## src/hdl/ufis_pkg.sv

```systemverilog
// Package with status codes, microcode fields and the sequencer program.
`default_nettype none
package ufis_pkg;

	localparam int CFG_W = 16;
	localparam int SRC_W = 16;
	localparam int IDX_W = 16;
	localparam int N_W = 7;
	localparam int GRP_W = 5;
	localparam int PC_W = 4;

	typedef logic [1:0] status_t;
	localparam status_t ST_OK = 2'd0;
	localparam status_t ST_FEW = 2'd1;
	localparam status_t ST_FPS0 = 2'd2;

	localparam logic [1:0] REG_TARGET_FPS = 2'd0;
	localparam logic [1:0] REG_MAX_FRAMES = 2'd1;
	localparam logic [1:0] REG_GROUP_SIZE = 2'd2;

	localparam logic [1:0] DL_NONE = 2'd0;
	localparam logic [1:0] DL_PROD = 2'd1;
	localparam logic [1:0] DL_NG = 2'd2;
	localparam logic [1:0] DL_SPAN = 2'd3;

	localparam logic [2:0] C_NEVER = 3'd0;
	localparam logic [2:0] C_ALWAYS = 3'd1;
	localparam logic [2:0] C_NO_REQ = 3'd2;
	localparam logic [2:0] C_ERR = 3'd3;
	localparam logic [2:0] C_BUSY = 3'd4;
	localparam logic [2:0] C_NSMALL = 3'd5;
	localparam logic [2:0] C_MORE = 3'd6;

	localparam logic [PC_W-1:0] S_WAIT = 4'd0;
	localparam logic [PC_W-1:0] S_CHECK = 4'd1;
	localparam logic [PC_W-1:0] S_DIV1 = 4'd2;
	localparam logic [PC_W-1:0] S_CLAMP = 4'd3;
	localparam logic [PC_W-1:0] S_DIV2 = 4'd4;
	localparam logic [PC_W-1:0] S_ROUND = 4'd5;
	localparam logic [PC_W-1:0] S_DIV3 = 4'd6;
	localparam logic [PC_W-1:0] S_STEP = 4'd7;
	localparam logic [PC_W-1:0] S_EMIT = 4'd8;
	localparam logic [PC_W-1:0] S_END = 4'd9;

	typedef struct packed {
		logic in_rdy;
		logic chk;
		logic [1:0] div_ld;
		logic div_run;
		logic clamp;
		logic round;
		logic step_ld;
		logic emit;
		logic [2:0] cond;
		logic [PC_W-1:0] tgt;
	} uword_t;

	function automatic uword_t ucode(input logic [PC_W-1:0] pc);
		uword_t w;
		w = '0;
		case (pc)
			S_WAIT: begin
				w.in_rdy = 1'b1;
				w.cond = C_NO_REQ;
				w.tgt = S_WAIT;
			end
			S_CHECK: begin
				w.chk = 1'b1;
				w.div_ld = DL_PROD;
				w.cond = C_ERR;
				w.tgt = S_EMIT;
			end
			S_DIV1: begin
				w.div_run = 1'b1;
				w.cond = C_BUSY;
				w.tgt = S_DIV1;
			end
			S_CLAMP: begin
				w.clamp = 1'b1;
				w.div_ld = DL_NG;
			end
			S_DIV2: begin
				w.div_run = 1'b1;
				w.cond = C_BUSY;
				w.tgt = S_DIV2;
			end
			S_ROUND: begin
				w.round = 1'b1;
				w.div_ld = DL_SPAN;
				w.cond = C_NSMALL;
				w.tgt = S_EMIT;
			end
			S_DIV3: begin
				w.div_run = 1'b1;
				w.cond = C_BUSY;
				w.tgt = S_DIV3;
			end
			S_STEP: begin
				w.step_ld = 1'b1;
			end
			S_EMIT: begin
				w.emit = 1'b1;
				w.cond = C_MORE;
				w.tgt = S_EMIT;
			end
			default: begin
				w.cond = C_ALWAYS;
				w.tgt = S_WAIT;
			end
		endcase
		return w;
	endfunction

endpackage
`default_nettype wire

```

## src/hdl/ufis_if.sv

```systemverilog
// Request and result channel interfaces of the frame index sampler.
`default_nettype none
interface ufis_req_if #(
	parameter int FRAME_COUNT_BITS = 16
);
	import ufis_pkg::*;
	logic valid;
	logic ready;
	logic [FRAME_COUNT_BITS-1:0] total_frames;
	logic [SRC_W-1:0] source_fps;
	modport source (output valid, output total_frames, output source_fps, input ready);
	modport sink (input valid, input total_frames, input source_fps, output ready);
endinterface

interface ufis_res_if;
	import ufis_pkg::*;
	logic valid;
	logic ready;
	logic [IDX_W-1:0] frame_index;
	status_t status;
	logic last;
	modport source (output valid, output frame_index, output status, output last, input ready);
	modport sink (input valid, input frame_index, input status, input last, output ready);
endinterface
`default_nettype wire

```

## src/hdl/uniform_frame_index_sampler_core.sv

```systemverilog
// Uniform temporal frame sampler: picks evenly spaced frame indices per video request.
//
// A request on req carries the frame count and source frame rate of one video.
// The block answers on res with a burst of results, one per sampled frame, the
// final one flagged by last; an invalid request gives one result with a nonzero
// status and index 0. The target rate, frame limit and group size registers are
// written through cfg_wr_en, cfg_index and cfg_data; the user must write them
// only while no request is open, as the block itself does not enforce this.
// A microcoded sequencer drives one shared restoring divider, one bit per cycle:
// it finds the sample count, then the count rounded to the group, then the
// index step. Indices then leave at one per cycle while res is ready, by
// remainder stepping. A request with a single sample skips the index step,
// and an invalid request goes straight from the check to its result.
// One request is handled at a time; req.ready is high only
// between requests. A stalled res holds the current result and the sequencer.
// Reset returns the sequencer to waiting and the registers to 512, 64 and 2.
`default_nettype none
module uniform_frame_index_sampler_core #(
	parameter int MAX_SAMPLES = 64,
	parameter int FRAME_COUNT_BITS = 16
) (
	input wire logic clk,
	input wire logic arst_n,
	input wire logic cfg_wr_en,
	input wire logic [1:0] cfg_index,
	input wire logic [ufis_pkg::CFG_W-1:0] cfg_data,
	ufis_req_if.sink req,
	ufis_res_if.source res
);
	import ufis_pkg::*;

	localparam int FCB = FRAME_COUNT_BITS;
	localparam int W = FCB + SRC_W;
	localparam int CW = $clog2(W + 1);
	localparam logic [N_W-1:0] MAX_N = N_W'(MAX_SAMPLES);

	logic [SRC_W-1:0] tfps_q;
	logic [N_W-1:0] maxf_q;
	logic [GRP_W-1:0] grp_q;

	logic [PC_W-1:0] pc_q;
	uword_t uw;

	logic [FCB-1:0] total_q;
	logic [SRC_W-1:0] src_q;
	logic [W-1:0] dvd_q;
	logic [SRC_W-1:0] dsr_q;
	logic [SRC_W-1:0] rem_q;
	logic [CW-1:0] cnt_q;
	logic [N_W-1:0] n_q;
	logic [N_W-1:0] i_q;
	logic [FCB-1:0] acc_q;
	logic [N_W-1:0] accr_q;
	logic [FCB-1:0] q0_q;
	logic [N_W-1:0] r0_q;
	status_t st_q;

	logic [GRP_W-1:0] g_eff;
	status_t err_code;
	logic [SRC_W:0] rem_sh;
	logic qbit;
	logic [SRC_W:0] rem_nx;
	logic [N_W-1:0] n_clamp;
	logic [N_W-1:0] n_round;
	logic [N_W-1:0] n_down;
	logic [N_W-1:0] d_n;
	logic [N_W:0] acc_sum;
	logic is_last;
	logic req_fire;
	logic res_fire;
	logic cond_hit;
	logic [FCB+IDX_W-1:0] idx_ext;

	assign uw = ucode(pc_q);
	assign g_eff = (grp_q == '0) ? GRP_W'(1) : grp_q;
	assign req_fire = req.valid && req.ready;
	assign res_fire = res.valid && res.ready;
	assign d_n = n_q - N_W'(1);
	assign is_last = (i_q == d_n);

	always_comb begin
		if (total_q < FCB'(g_eff)) begin
			err_code = ST_FEW;
		end else if (src_q == '0) begin
			err_code = ST_FPS0;
		end else begin
			err_code = ST_OK;
		end
	end

	assign rem_sh = {rem_q, dvd_q[W-1]};
	assign qbit = (rem_sh >= {1'b0, dsr_q});
	assign rem_nx = qbit ? (rem_sh - {1'b0, dsr_q}) : rem_sh;

	always_comb begin
		n_clamp = maxf_q;
		if (total_q < FCB'(n_clamp)) begin
			n_clamp = total_q[N_W-1:0];
		end
		if (MAX_N < n_clamp) begin
			n_clamp = MAX_N;
		end
		if (dvd_q < W'(n_clamp)) begin
			n_clamp = dvd_q[N_W-1:0];
		end
	end

	always_comb begin
		n_down = n_q - rem_q[N_W-1:0];
		n_round = n_down;
		if (n_round < N_W'(g_eff)) begin
			n_round = N_W'(g_eff);
		end
		if (n_round > MAX_N) begin
			n_round = MAX_N;
		end
	end

	always_comb begin
		case (uw.cond)
			C_NEVER: cond_hit = 1'b0;
			C_ALWAYS: cond_hit = 1'b1;
			C_NO_REQ: cond_hit = !req_fire;
			C_ERR: cond_hit = (err_code != ST_OK);
			C_BUSY: cond_hit = (cnt_q != CW'(1));
			C_NSMALL: cond_hit = (n_round <= N_W'(1));
			C_MORE: cond_hit = !(res_fire && is_last);
			default: cond_hit = 1'b0;
		endcase
	end

	always_ff @(posedge clk or negedge arst_n) begin
		if (!arst_n) begin
			pc_q <= S_WAIT;
			tfps_q <= SRC_W'(512);
			maxf_q <= N_W'(64);
			grp_q <= GRP_W'(2);
		end else begin
			pc_q <= cond_hit ? uw.tgt : pc_q + PC_W'(1);
			if (cfg_wr_en) begin
				case (cfg_index)
					REG_TARGET_FPS: tfps_q <= cfg_data;
					REG_MAX_FRAMES: maxf_q <= cfg_data[N_W-1:0];
					REG_GROUP_SIZE: grp_q <= cfg_data[GRP_W-1:0];
					default: ;
				endcase
			end
		end
	end

	assign acc_sum = {1'b0, accr_q} + {1'b0, r0_q};

	always_ff @(posedge clk) begin
		if (req_fire) begin
			total_q <= req.total_frames;
			src_q <= req.source_fps;
		end
		if (uw.chk) begin
			st_q <= err_code;
			n_q <= N_W'(1);
			i_q <= '0;
			acc_q <= '0;
			accr_q <= '0;
		end
		case (uw.div_ld)
			DL_PROD: begin
				dvd_q <= W'(total_q) * W'(tfps_q);
				dsr_q <= src_q;
				rem_q <= '0;
				cnt_q <= CW'(W);
			end
			DL_NG: begin
				dvd_q <= {n_clamp, {(W-N_W){1'b0}}};
				dsr_q <= SRC_W'(g_eff);
				rem_q <= '0;
				cnt_q <= CW'(N_W);
			end
			DL_SPAN: begin
				dvd_q <= {total_q - FCB'(1), {SRC_W{1'b0}}};
				dsr_q <= SRC_W'(n_round - N_W'(1));
				rem_q <= '0;
				cnt_q <= CW'(FCB);
			end
			default: begin
				if (uw.div_run) begin
					dvd_q <= {dvd_q[W-2:0], qbit};
					rem_q <= rem_nx[SRC_W-1:0];
					cnt_q <= cnt_q - CW'(1);
				end
			end
		endcase
		if (uw.clamp) begin
			n_q <= n_clamp;
		end
		if (uw.round) begin
			n_q <= n_round;
		end
		if (uw.step_ld) begin
			q0_q <= dvd_q[FCB-1:0];
			r0_q <= rem_q[N_W-1:0];
		end
		if (uw.emit && res_fire && !is_last) begin
			i_q <= i_q + N_W'(1);
			if (acc_sum >= {1'b0, d_n}) begin
				accr_q <= N_W'(acc_sum - {1'b0, d_n});
				acc_q <= acc_q + q0_q + FCB'(1);
			end else begin
				accr_q <= acc_sum[N_W-1:0];
				acc_q <= acc_q + q0_q;
			end
		end
	end

	assign idx_ext = {{IDX_W{1'b0}}, acc_q};
	assign req.ready = uw.in_rdy;
	assign res.valid = uw.emit;
	assign res.frame_index = idx_ext[IDX_W-1:0];
	assign res.status = st_q;
	assign res.last = is_last;

	a_err_single: assert property (@(posedge clk) disable iff (!arst_n)
		res.valid && (res.status != ST_OK) |-> (res.frame_index == '0) && res.last)
		else $error("error result must be a single zero index");

	a_first_zero: assert property (@(posedge clk) disable iff (!arst_n)
		res.valid && (i_q == '0) |-> (acc_q == '0))
		else $error("first index of a request must be zero");

	a_no_overlap: assert property (@(posedge clk) disable iff (!arst_n)
		req.valid && req.ready |-> !res.valid)
		else $error("request accepted while results are pending");

	a_burst_end: assert property (@(posedge clk) disable iff (!arst_n)
		res.valid && res.ready && res.last |=> !res.valid)
		else $error("result shown after the final one");

endmodule
`default_nettype wire
```

## src/flat_wrapper.sv

```systemverilog
// flat-port wrapper written by rule: the top's interface ports become plain ports
module uniform_frame_index_sampler_core_flat import ufis_pkg::*;
#(
	parameter int MAX_SAMPLES = 64,
	parameter int FRAME_COUNT_BITS = 16
)
  (clk, arst_n, cfg_wr_en, cfg_index, cfg_data, req_valid, req_total_frames, req_source_fps, req_ready, res_valid, res_frame_index, res_status, res_last, res_ready);
  ufis_req_if #(.FRAME_COUNT_BITS(FRAME_COUNT_BITS)) req_i ();
  ufis_res_if res_i ();
  input wire logic clk;
  input wire logic arst_n;
  input wire logic cfg_wr_en;
  input wire logic [1:0] cfg_index;
  input wire logic [ufis_pkg::CFG_W-1:0] cfg_data;
  input wire logic [$bits(req_i.valid)-1:0] req_valid;
  input wire logic [$bits(req_i.total_frames)-1:0] req_total_frames;
  input wire logic [$bits(req_i.source_fps)-1:0] req_source_fps;
  output wire logic [$bits(req_i.ready)-1:0] req_ready;
  output wire logic [$bits(res_i.valid)-1:0] res_valid;
  output wire logic [$bits(res_i.frame_index)-1:0] res_frame_index;
  output wire logic [$bits(res_i.status)-1:0] res_status;
  output wire logic [$bits(res_i.last)-1:0] res_last;
  input wire logic [$bits(res_i.ready)-1:0] res_ready;
  assign req_i.valid = req_valid;
  assign req_i.total_frames = req_total_frames;
  assign req_i.source_fps = req_source_fps;
  assign req_ready = req_i.ready;
  assign res_valid = res_i.valid;
  assign res_frame_index = res_i.frame_index;
  assign res_status = res_i.status;
  assign res_last = res_i.last;
  assign res_i.ready = res_ready;
  uniform_frame_index_sampler_core #(.MAX_SAMPLES(MAX_SAMPLES), .FRAME_COUNT_BITS(FRAME_COUNT_BITS)) u_core (.clk(clk), .arst_n(arst_n), .cfg_wr_en(cfg_wr_en), .cfg_index(cfg_index), .cfg_data(cfg_data), .req(req_i), .res(res_i));
endmodule
```

## config.mk

```make
export PLATFORM = sky130hd
export DESIGN_NAME = uniform_frame_index_sampler_core_flat
export DESIGN_NICKNAME = d
export VERILOG_FILES = /design/src/hdl/ufis_pkg.sv /design/src/hdl/ufis_if.sv /design/src/hdl/uniform_frame_index_sampler_core.sv /design/src/flat_wrapper.sv
export SDC_FILE = /design/constraint.sdc
export NUM_CORES = 1
export LEC_CHECK = 0
export BUFFER_PORTS_ARGS = -buffer_cell sky130_fd_sc_hd__buf_2
export CAP_MARGIN = 0
export CORE_UTILIZATION = 50
export DETAILED_ROUTE_END_ITERATION = 16
export PLACE_DENSITY = 0.67
export SETUP_SLACK_MARGIN = 0.2
export SYNTH_ARGS = -nofsm -noshare
export SYNTH_HDL_FRONTEND = slang
export SYNTH_SLANG_ARGS = --single-unit
```

## constraint.sdc

```tcl
create_clock -name clk -period 7.3 [get_ports clk]
set_input_delay 1.46 -clock clk [delete_from_list [all_inputs] [get_ports clk]]
set_output_delay 1.46 -clock clk [all_outputs]
set_load 0.005 [all_outputs]
```

# Yosys cells after proc, flatten, opt, wreduce, memory -nomap -nowiden
# Cells that the tools add are included.
[totals]
wordCells = 118
output_inout_bits = 21
reg_bits = 196
[classes]
magnitude_cmp = 9
muxes = 35
n_reduce_logical = 23
add_sub_neg = 12
mul = 1
n_eq_ne = 21
[ops]
columns = ["operator", "n"]
rows = [
  ["one-hot mux 32 bit (3 select lines)", 1],
  ["2-to-1 mux 7 bit", 12],
  ["2-to-1 mux 16 bit", 4],
  ["one-hot mux 7 bit (8 select lines)", 1],
  ["one-hot mux 16 bit (3 select lines)", 1],
  ["less-than comparator 32 x 7 -> 1 bit", 1],
  ["multiplier 16 x 16 -> 32 bit", 1],
  ["2-to-1 mux 32 bit", 1],
  ["one-hot mux 6 bit (3 select lines)", 1],
  ["greater-or-equal comparator 17 x 16 -> 1 bit", 1],
  ["adder 16 x 1 -> 16 bit, second input constant", 1],
  ["adder 16 bit", 1],
  ["== test 4 x 3 -> 1 bit, second input constant", 4],
  ["logical NOT 16 bit", 1],
  ["less-than comparator 16 x 5 -> 1 bit", 1],
  ["less-than comparator 16 x 7 -> 1 bit", 1],
  ["subtractor 16 x 1 -> 16 bit, second input constant", 1],
  ["subtractor 16 bit", 1],
  ["subtractor 7 bit", 2],
  ["== test 3 bit, second input constant", 3],
  ["adder 7 x 7 -> 8 bit", 1],
  ["== test 4 x 2 -> 1 bit, second input constant", 2],
  ["greater-or-equal comparator 8 x 7 -> 1 bit", 1],
  ["subtractor 7 x 1 -> 8 bit, second input constant", 1],
  ["other kinds (34)", 56],
]

# Longest topological paths before layout
[logic_depth]
depth_word = 9
ltp_mapped = 26
mapped_depth_nobuf = 24

# Least setup slack after synthesis
# OpenSTA, ideal clock, no wires.
[synth_path]
path_type = "reg2reg"
startpoint = "register u_core.tfps_q[9]"
endpoint = "register u_core.dvd_q[28], data pin"
path_buffers = 2
t_required_ns = 7.151
path_stages_with_launch = 25
setup_ns = 0.149
path_slack_ns = 0.842
arrival_time_ns = 6.310
period_less_slack_ns = 6.458
path_cell_list = "dfstp_2 clkbuf_1 clkbuf_1 nand2_1 fa_1 inv_1 fa_1 inv_1 fa_1 inv_1 fa_1 fa_1 inv_1 fa_1 inv_1 ha_1 or2_2 a311oi_1 o22ai_1 o21a_1 o221a_2 a31oi_1 xnor2_1 nand2_1 a2bb2oi_1"
[synth_via]
elab_chain_len = 2
[synth_rtl]
columns = ["item", "line_no", "source"]
rows = [
  ["from (decl)", "uniform_frame_index_sampler_core.sv:37", "logic [SRC_W-1:0] tfps_q;"],
  ["from (signal assigned)", "uniform_frame_index_sampler_core.sv:142", "REG_TARGET_FPS: tfps_q <= cfg_data;"],
  ["multiplier 16 x 16 -> 32 bit", "uniform_frame_index_sampler_core.sv:167", "dvd_q <= W'(total_q) * W'(tfps_q);"],
  ["one-hot mux 32 bit (3 select lines)", "uniform_frame_index_sampler_core.sv:165", "case (uw.div_ld)"],
  ["to (signal assigned)", "uniform_frame_index_sampler_core.sv:167", ""],
  ["to (signal assigned)", "uniform_frame_index_sampler_core.sv:173", "dvd_q <= {n_clamp, {(W-N_W){1'b0}}};"],
  ["to (signal assigned)", "uniform_frame_index_sampler_core.sv:179", "dvd_q <= {total_q - FCB'(1), {SRC_W{1'b0}}};"],
  ["to (decl)", "uniform_frame_index_sampler_core.sv:46", "logic [W-1:0] dvd_q;"],
]
# No other way between the ends.
# A chain may end at the register's enable or synchronous reset.

# Worst setup path after layout
[layout_path]
startpoint = "register u_core.total_q[6]"
endpoint = "register u_core.dvd_q[31], data pin"
[layout_via]
elab_chain_len = 7
elab_cells_between_ends = 9
classes_between = "1 x add/sub; 1 x mul; 3 x order compare; 4 x mux"
[layout_rtl]
columns = ["item", "line_no", "source"]
rows = [
  ["from (decl)", "uniform_frame_index_sampler_core.sv:44", "logic [FCB-1:0] total_q;"],
  ["from (signal assigned)", "uniform_frame_index_sampler_core.sv:155", "total_q <= req.total_frames;"],
  ["less-than comparator 16 x 7 -> 1 bit", "uniform_frame_index_sampler_core.sv:97", "if (total_q < FCB'(n_clamp)) begin"],
  ["2-to-1 mux 7 bit", "uniform_frame_index_sampler_core.sv:97", ""],
  ["less-than comparator 7 bit", "uniform_frame_index_sampler_core.sv:100", "if (MAX_N < n_clamp) begin"],
  ["2-to-1 mux 7 bit", "uniform_frame_index_sampler_core.sv:100", ""],
  ["less-than comparator 32 x 7 -> 1 bit", "uniform_frame_index_sampler_core.sv:103", "if (dvd_q < W'(n_clamp)) begin"],
  ["2-to-1 mux 7 bit", "uniform_frame_index_sampler_core.sv:103", ""],
  ["one-hot mux 32 bit (3 select lines) *", "uniform_frame_index_sampler_core.sv:165", ""],
]
# Mark *: on every way between the ends. The rest lies on a longest branch, timed or not.

==> Flow_metrics.wiki <==
{| class="wikitable"
! Metric !! Value
|-
| Slew at the pin closest to its max-slew limit || 1.038 ns
|-
| Pin count of the biggest net entering global routing || 50
|-
| ANT cells || 0
|-
| Setup violation total in the final timing report || 0
|-
| Sum Neg Setup Slack || 0 ns
|-
| Post-synthesis register bit count || 196
|-
| Slowest library cell on the worst path || sky130_fd_sc_hd__edfxtp_1
|-
| Non-Filler Instances || 2697
|-
| Post-detailed-route count of antenna-violating nets || 0
|-
| Nets || 2605
|-
| Setup repair after global routing missed its margin || no
|-
| Post-route fraction of the period consumed by the critical path || 0.9260
|-
| Gpl congestion || 0.9255
|-
| Number of nets in the synthesized netlist || 2563
|-
| Sinks on Clock Net || 196
|-
| Register clock-pin slew on the reported worst setup and hold paths || 0.07 ns
|-
| DRC violations left || 0
|-
| Per-cell routed wire length || 18.96 um
|-
| Layout filler cell count || 3573
|-
| Count of input and output buffers || 75
|-
| Via-to-Cell Ratio || 5.683
|-
| Setup Skew || 0.01271 ns
|-
| Crit path buffers/inverters || 4
|-
| Horizontal die dimension || 203.1 um
|-
| Count of maximum capacitance violations || 0
|-
| Syn-to-layout area delta || 7.464%
|-
| Post-detail-place hpwl || 40340 um
|-
| Row Count || 73
|-
| Number of slew-limit violations in the final report || 0
|-
| Number of stages on the worst hold path || 2
|-
| Critical path data arrival time || 6.94 ns
|-
| I/O Pins || 76
|-
| Cells after DPL || 2664
|-
| Final Hold Vio Count || 0
|-
| Number of unique standard cell types used by synthesis || 74
|-
| CP Max Fanout || 12
|-
| Wire length of the first global-routing pass || 82990 um
|-
| Top cell family by delay on the critical path || adder cells
|-
| Kind of critical path || register to register
|-
| Worst Setup End Kind || register
|-
| Proportion of layout cells with a drive suffix above 1 || 0.08748
|-
| TritonCTS buffer count || 17
|-
| Register area share after synthesis || 0.2755
|-
| Count of mapped cells out of synthesis || 2117
|-
| Fmax || 0.1479 GHz
|-
| Number of global-route vias before repair || 15849
|-
| Floorplan Core Area || 39820 um2
|-
| Register-to-Register Path Depth || 22
|-
| Critical path launch point type || register
|-
| Total die area || 41240 um2
|-
| Final critical-path setup slack || 0.5401 ns
|-
| H-tree levels || 4
|-
| Number of flops mapped to enable cells by yosys || 148
|-
| Async SR Flop Fraction || 0.1633
|-
| Commonest non-fill, non-tap cells in the layout || 314 x sky130_fd_sc_hd__inv_1, 239 x sky130_fd_sc_hd__nand2_1, 199 x sky130_fd_sc_hd__fa_1
|-
| Root buffer cell || sky130_fd_sc_hd__clkbuf_16
|-
| Number of DRC markers in iteration 0 || 965
|-
| Detailed-route wire length || 51130 um
|-
| Depth of the critical timing path with buffers and inverters included || 22
|-
| Commonest non-fill, non-tap cell in the layout || sky130_fd_sc_hd__inv_1
|-
| Starting density of the core || 0.5077
|-
| Path class of the lowest-slack min-delay path || register to register
|-
| Setup slack after placement || 0.5503 ns
|-
| Run status || finished, final reports clean
|-
| Crit-path max cell delay || 0.71 ns
|-
| Worst max-slew margin expressed relative to the limit || 0.3079
|-
| Final Critical Period || 6.760 ns
|-
| Netlist area before placement || 20220 um2
|-
| Length of the first detailed-routing pass in iterations || 5
|-
| Height of the chip || 203.1 um
|-
| Yosys warning count || 0
|-
| TritonCTS clock tree || done
|-
| Grt ovf || 0
|-
| CP Cell Sequence || buf_4, nand2_1, fa_1, inv_1, fa_1, fa_1, fa_1, fa_1, inv_1, fa_1, inv_1, ha_1, a21o_1, a21oi_1, nand2_1, a21oi_1, o21ai_0, a21bo_2, o21ai_0, xnor2_1, a222oi_1, a21oi_1
|-
| Dominant register cell in the synthesized netlist || sky130_fd_sc_hd__edfxtp_1
|-
| Average cell area after synthesis || 9.550 um2
|-
| Most common cell type on the critical path || sky130_fd_sc_hd__fa_1
|-
| Worst skew pair latency || 0.46 ns
|-
| Required time of the critical path || 7.48 ns
|-
| Clock buffer depth || 2
|-
| Global routing usage summed across all routing layers || 0.2589
|-
| Total number of vias || 15326
|-
| Number of antenna violations at the first check in global routing || 0
|}
worst min-delay path: cells and delay by family, from the launching register on:
kind / cells / cell delay (ns)
AO/OA/AOI/OAI: 1 / 0.07
flip-flops: 1 / 0.32
AND/OR/NAND/NOR: 1 / 0.06
flip-flops by register name, summed over array words and instances, names as in the netlist:
register and count:
u_core.res.status 2, u_core.grp_q 5, u_core.q0_q 16, u_core.pc_q 4, u_core.dvd_q 32, u_core.res.frame_index 16, u_core.i_q 7, u_core.total_q 16
u_core.r0_q 7, u_core.src_q 16, u_core.n_q 7, u_core.tfps_q 16, u_core.cnt_q 6, u_core.maxf_q 7, u_core.dsr_q 16, u_core.accr_q 7
u_core.rem_q 16
per-stage QoR:
step	instance area [um2]	util	hold slack, ns
6_report	21730	0.5456	0.4919
3_3_place_gp	21160	0.5312	0.4575
2_1_floorplan	20220	-	0.4494
4_1_cts	21710	0.5452	0.4908
3_5_place_dp	21160	0.5312	0.4812
5_1_grt	21730	0.5456	0.5227
cell usage after synthesis (5+ instances only):
library cell	number	area (um2)
sky130_fd_sc_hd__nor3b_1	5	37.54
sky130_fd_sc_hd__o31ai_1	8	60.06
sky130_fd_sc_hd__and3_1	8	50.05
sky130_fd_sc_hd__nand3_1	30	150.1
sky130_fd_sc_hd__mux2i_1	14	140.1
sky130_fd_sc_hd__fa_1	199	3984
sky130_fd_sc_hd__o21ai_0	71	355.3
sky130_fd_sc_hd__xor2_1	51	446.7
sky130_fd_sc_hd__dfrtp_1	29	725.7
sky130_fd_sc_hd__xnor2_1	56	490.5
sky130_fd_sc_hd__a21o_1	36	270.3
sky130_fd_sc_hd__a221oi_1	7	61.31
sky130_fd_sc_hd__inv_1	314	1179
sky130_fd_sc_hd__a31oi_1	9	56.30
sky130_fd_sc_hd__nor4_1	16	100.1
sky130_fd_sc_hd__ha_1	192	2402
sky130_fd_sc_hd__nor3_1	38	190.2
sky130_fd_sc_hd__a211o_1	5	43.79
sky130_fd_sc_hd__a21boi_0	6	45.04
sky130_fd_sc_hd__o211ai_1	9	67.56
sky130_fd_sc_hd__or3_1	11	68.82
sky130_fd_sc_hd__o22ai_1	8	50.05
sky130_fd_sc_hd__nor2b_1	15	93.84
sky130_fd_sc_hd__o21bai_1	8	60.06
sky130_fd_sc_hd__a31o_2	6	52.55
sky130_fd_sc_hd__a211oi_1	13	97.59
sky130_fd_sc_hd__nand4_1	11	68.82
sky130_fd_sc_hd__a21oi_1	93	465.5
sky130_fd_sc_hd__edfxtp_1	148	4444
sky130_fd_sc_hd__nor2_1	119	446.7
sky130_fd_sc_hd__clkbuf_1	76	285.3
sky130_fd_sc_hd__dfxtp_1	16	320.3
sky130_fd_sc_hd__o21a_1	13	97.59
sky130_fd_sc_hd__mux2_2	32	360.4
sky130_fd_sc_hd__a2111oi_0	5	43.79
sky130_fd_sc_hd__nand2_1	239	897.1
sky130_fd_sc_hd__and2_1	120	750.7
sky130_fd_sc_hd__nand3b_1	5	37.54
sky130_fd_sc_hd__nand2b_1	13	81.33
timing repair:
item                                   4_1_cts  5_1_grt
endpoints found under the hold margin        0        0
resized for setup                            0        0
buffers inserted                             0        1
setup endpoints to repair                    0        2
hold buffers                                 0        0
layer usage:
metal	vias up	global-route usage	wire length (um)
li1	7138	-	-
met1	7562	0.3265	21510
met3	120	0.04109	2975
met5	-	0	0
met4	0	0.1026	1872
met2	506	0.4441	24770
final cells by class:
| type | instances | area [um2] | area share |
|---|---|---|---|
| Timing Repair Buffer | 105 | 606.8 | 0.02793 |
| Sequential cell | 196 | 5569 | 0.2563 |
| Inverter | 317 | 1190 | 0.05477 |
| Tap cell | 525 | 656.9 | 0.03024 |
| Clock buffer | 19 | 432.9 | 0.01993 |
| Multi-Input combinational cell | 1522 | 13150 | 0.6051 |
| Clock inverter | 13 | 123.9 | 0.005701 |
worst paths after layout:
kind                              startpoint                 to  slack (ns)
hold reg to reg             u_core.rem_q[15]   u_core.rem_q[15]        0.49
hold / removal              u_core.rem_q[15]   u_core.rem_q[15]        0.49
setup / recovery           u_core.total_q[6]   u_core.dvd_q[31]        0.54
max in group asynchronous             arst_n    u_core.grp_q[4]        5.61
min in group asynchronous             arst_n  u_core.tfps_q[14]        1.13
setup reg to reg           u_core.total_q[6]   u_core.dvd_q[31]        0.54
kinds of logic (layout without fill, tap and decap cells):
group                    Yosys count  after routing  synth area share
multiplexers                      46             46           0.02476
flip-flops                       196            196            0.2755
XOR/XNOR                         107            107           0.04635
AND/OR/NAND/NOR                  642            642            0.1522
adder cells (fa/ha/maj)          391            391            0.3159
buffers and inverters            399            454           0.07488
AO/OA/AOI/OAI                    336            336            0.1105
Power is not shown: default switching activity piles up to over one toggle a cycle in this logic, so the estimate is an artifact.
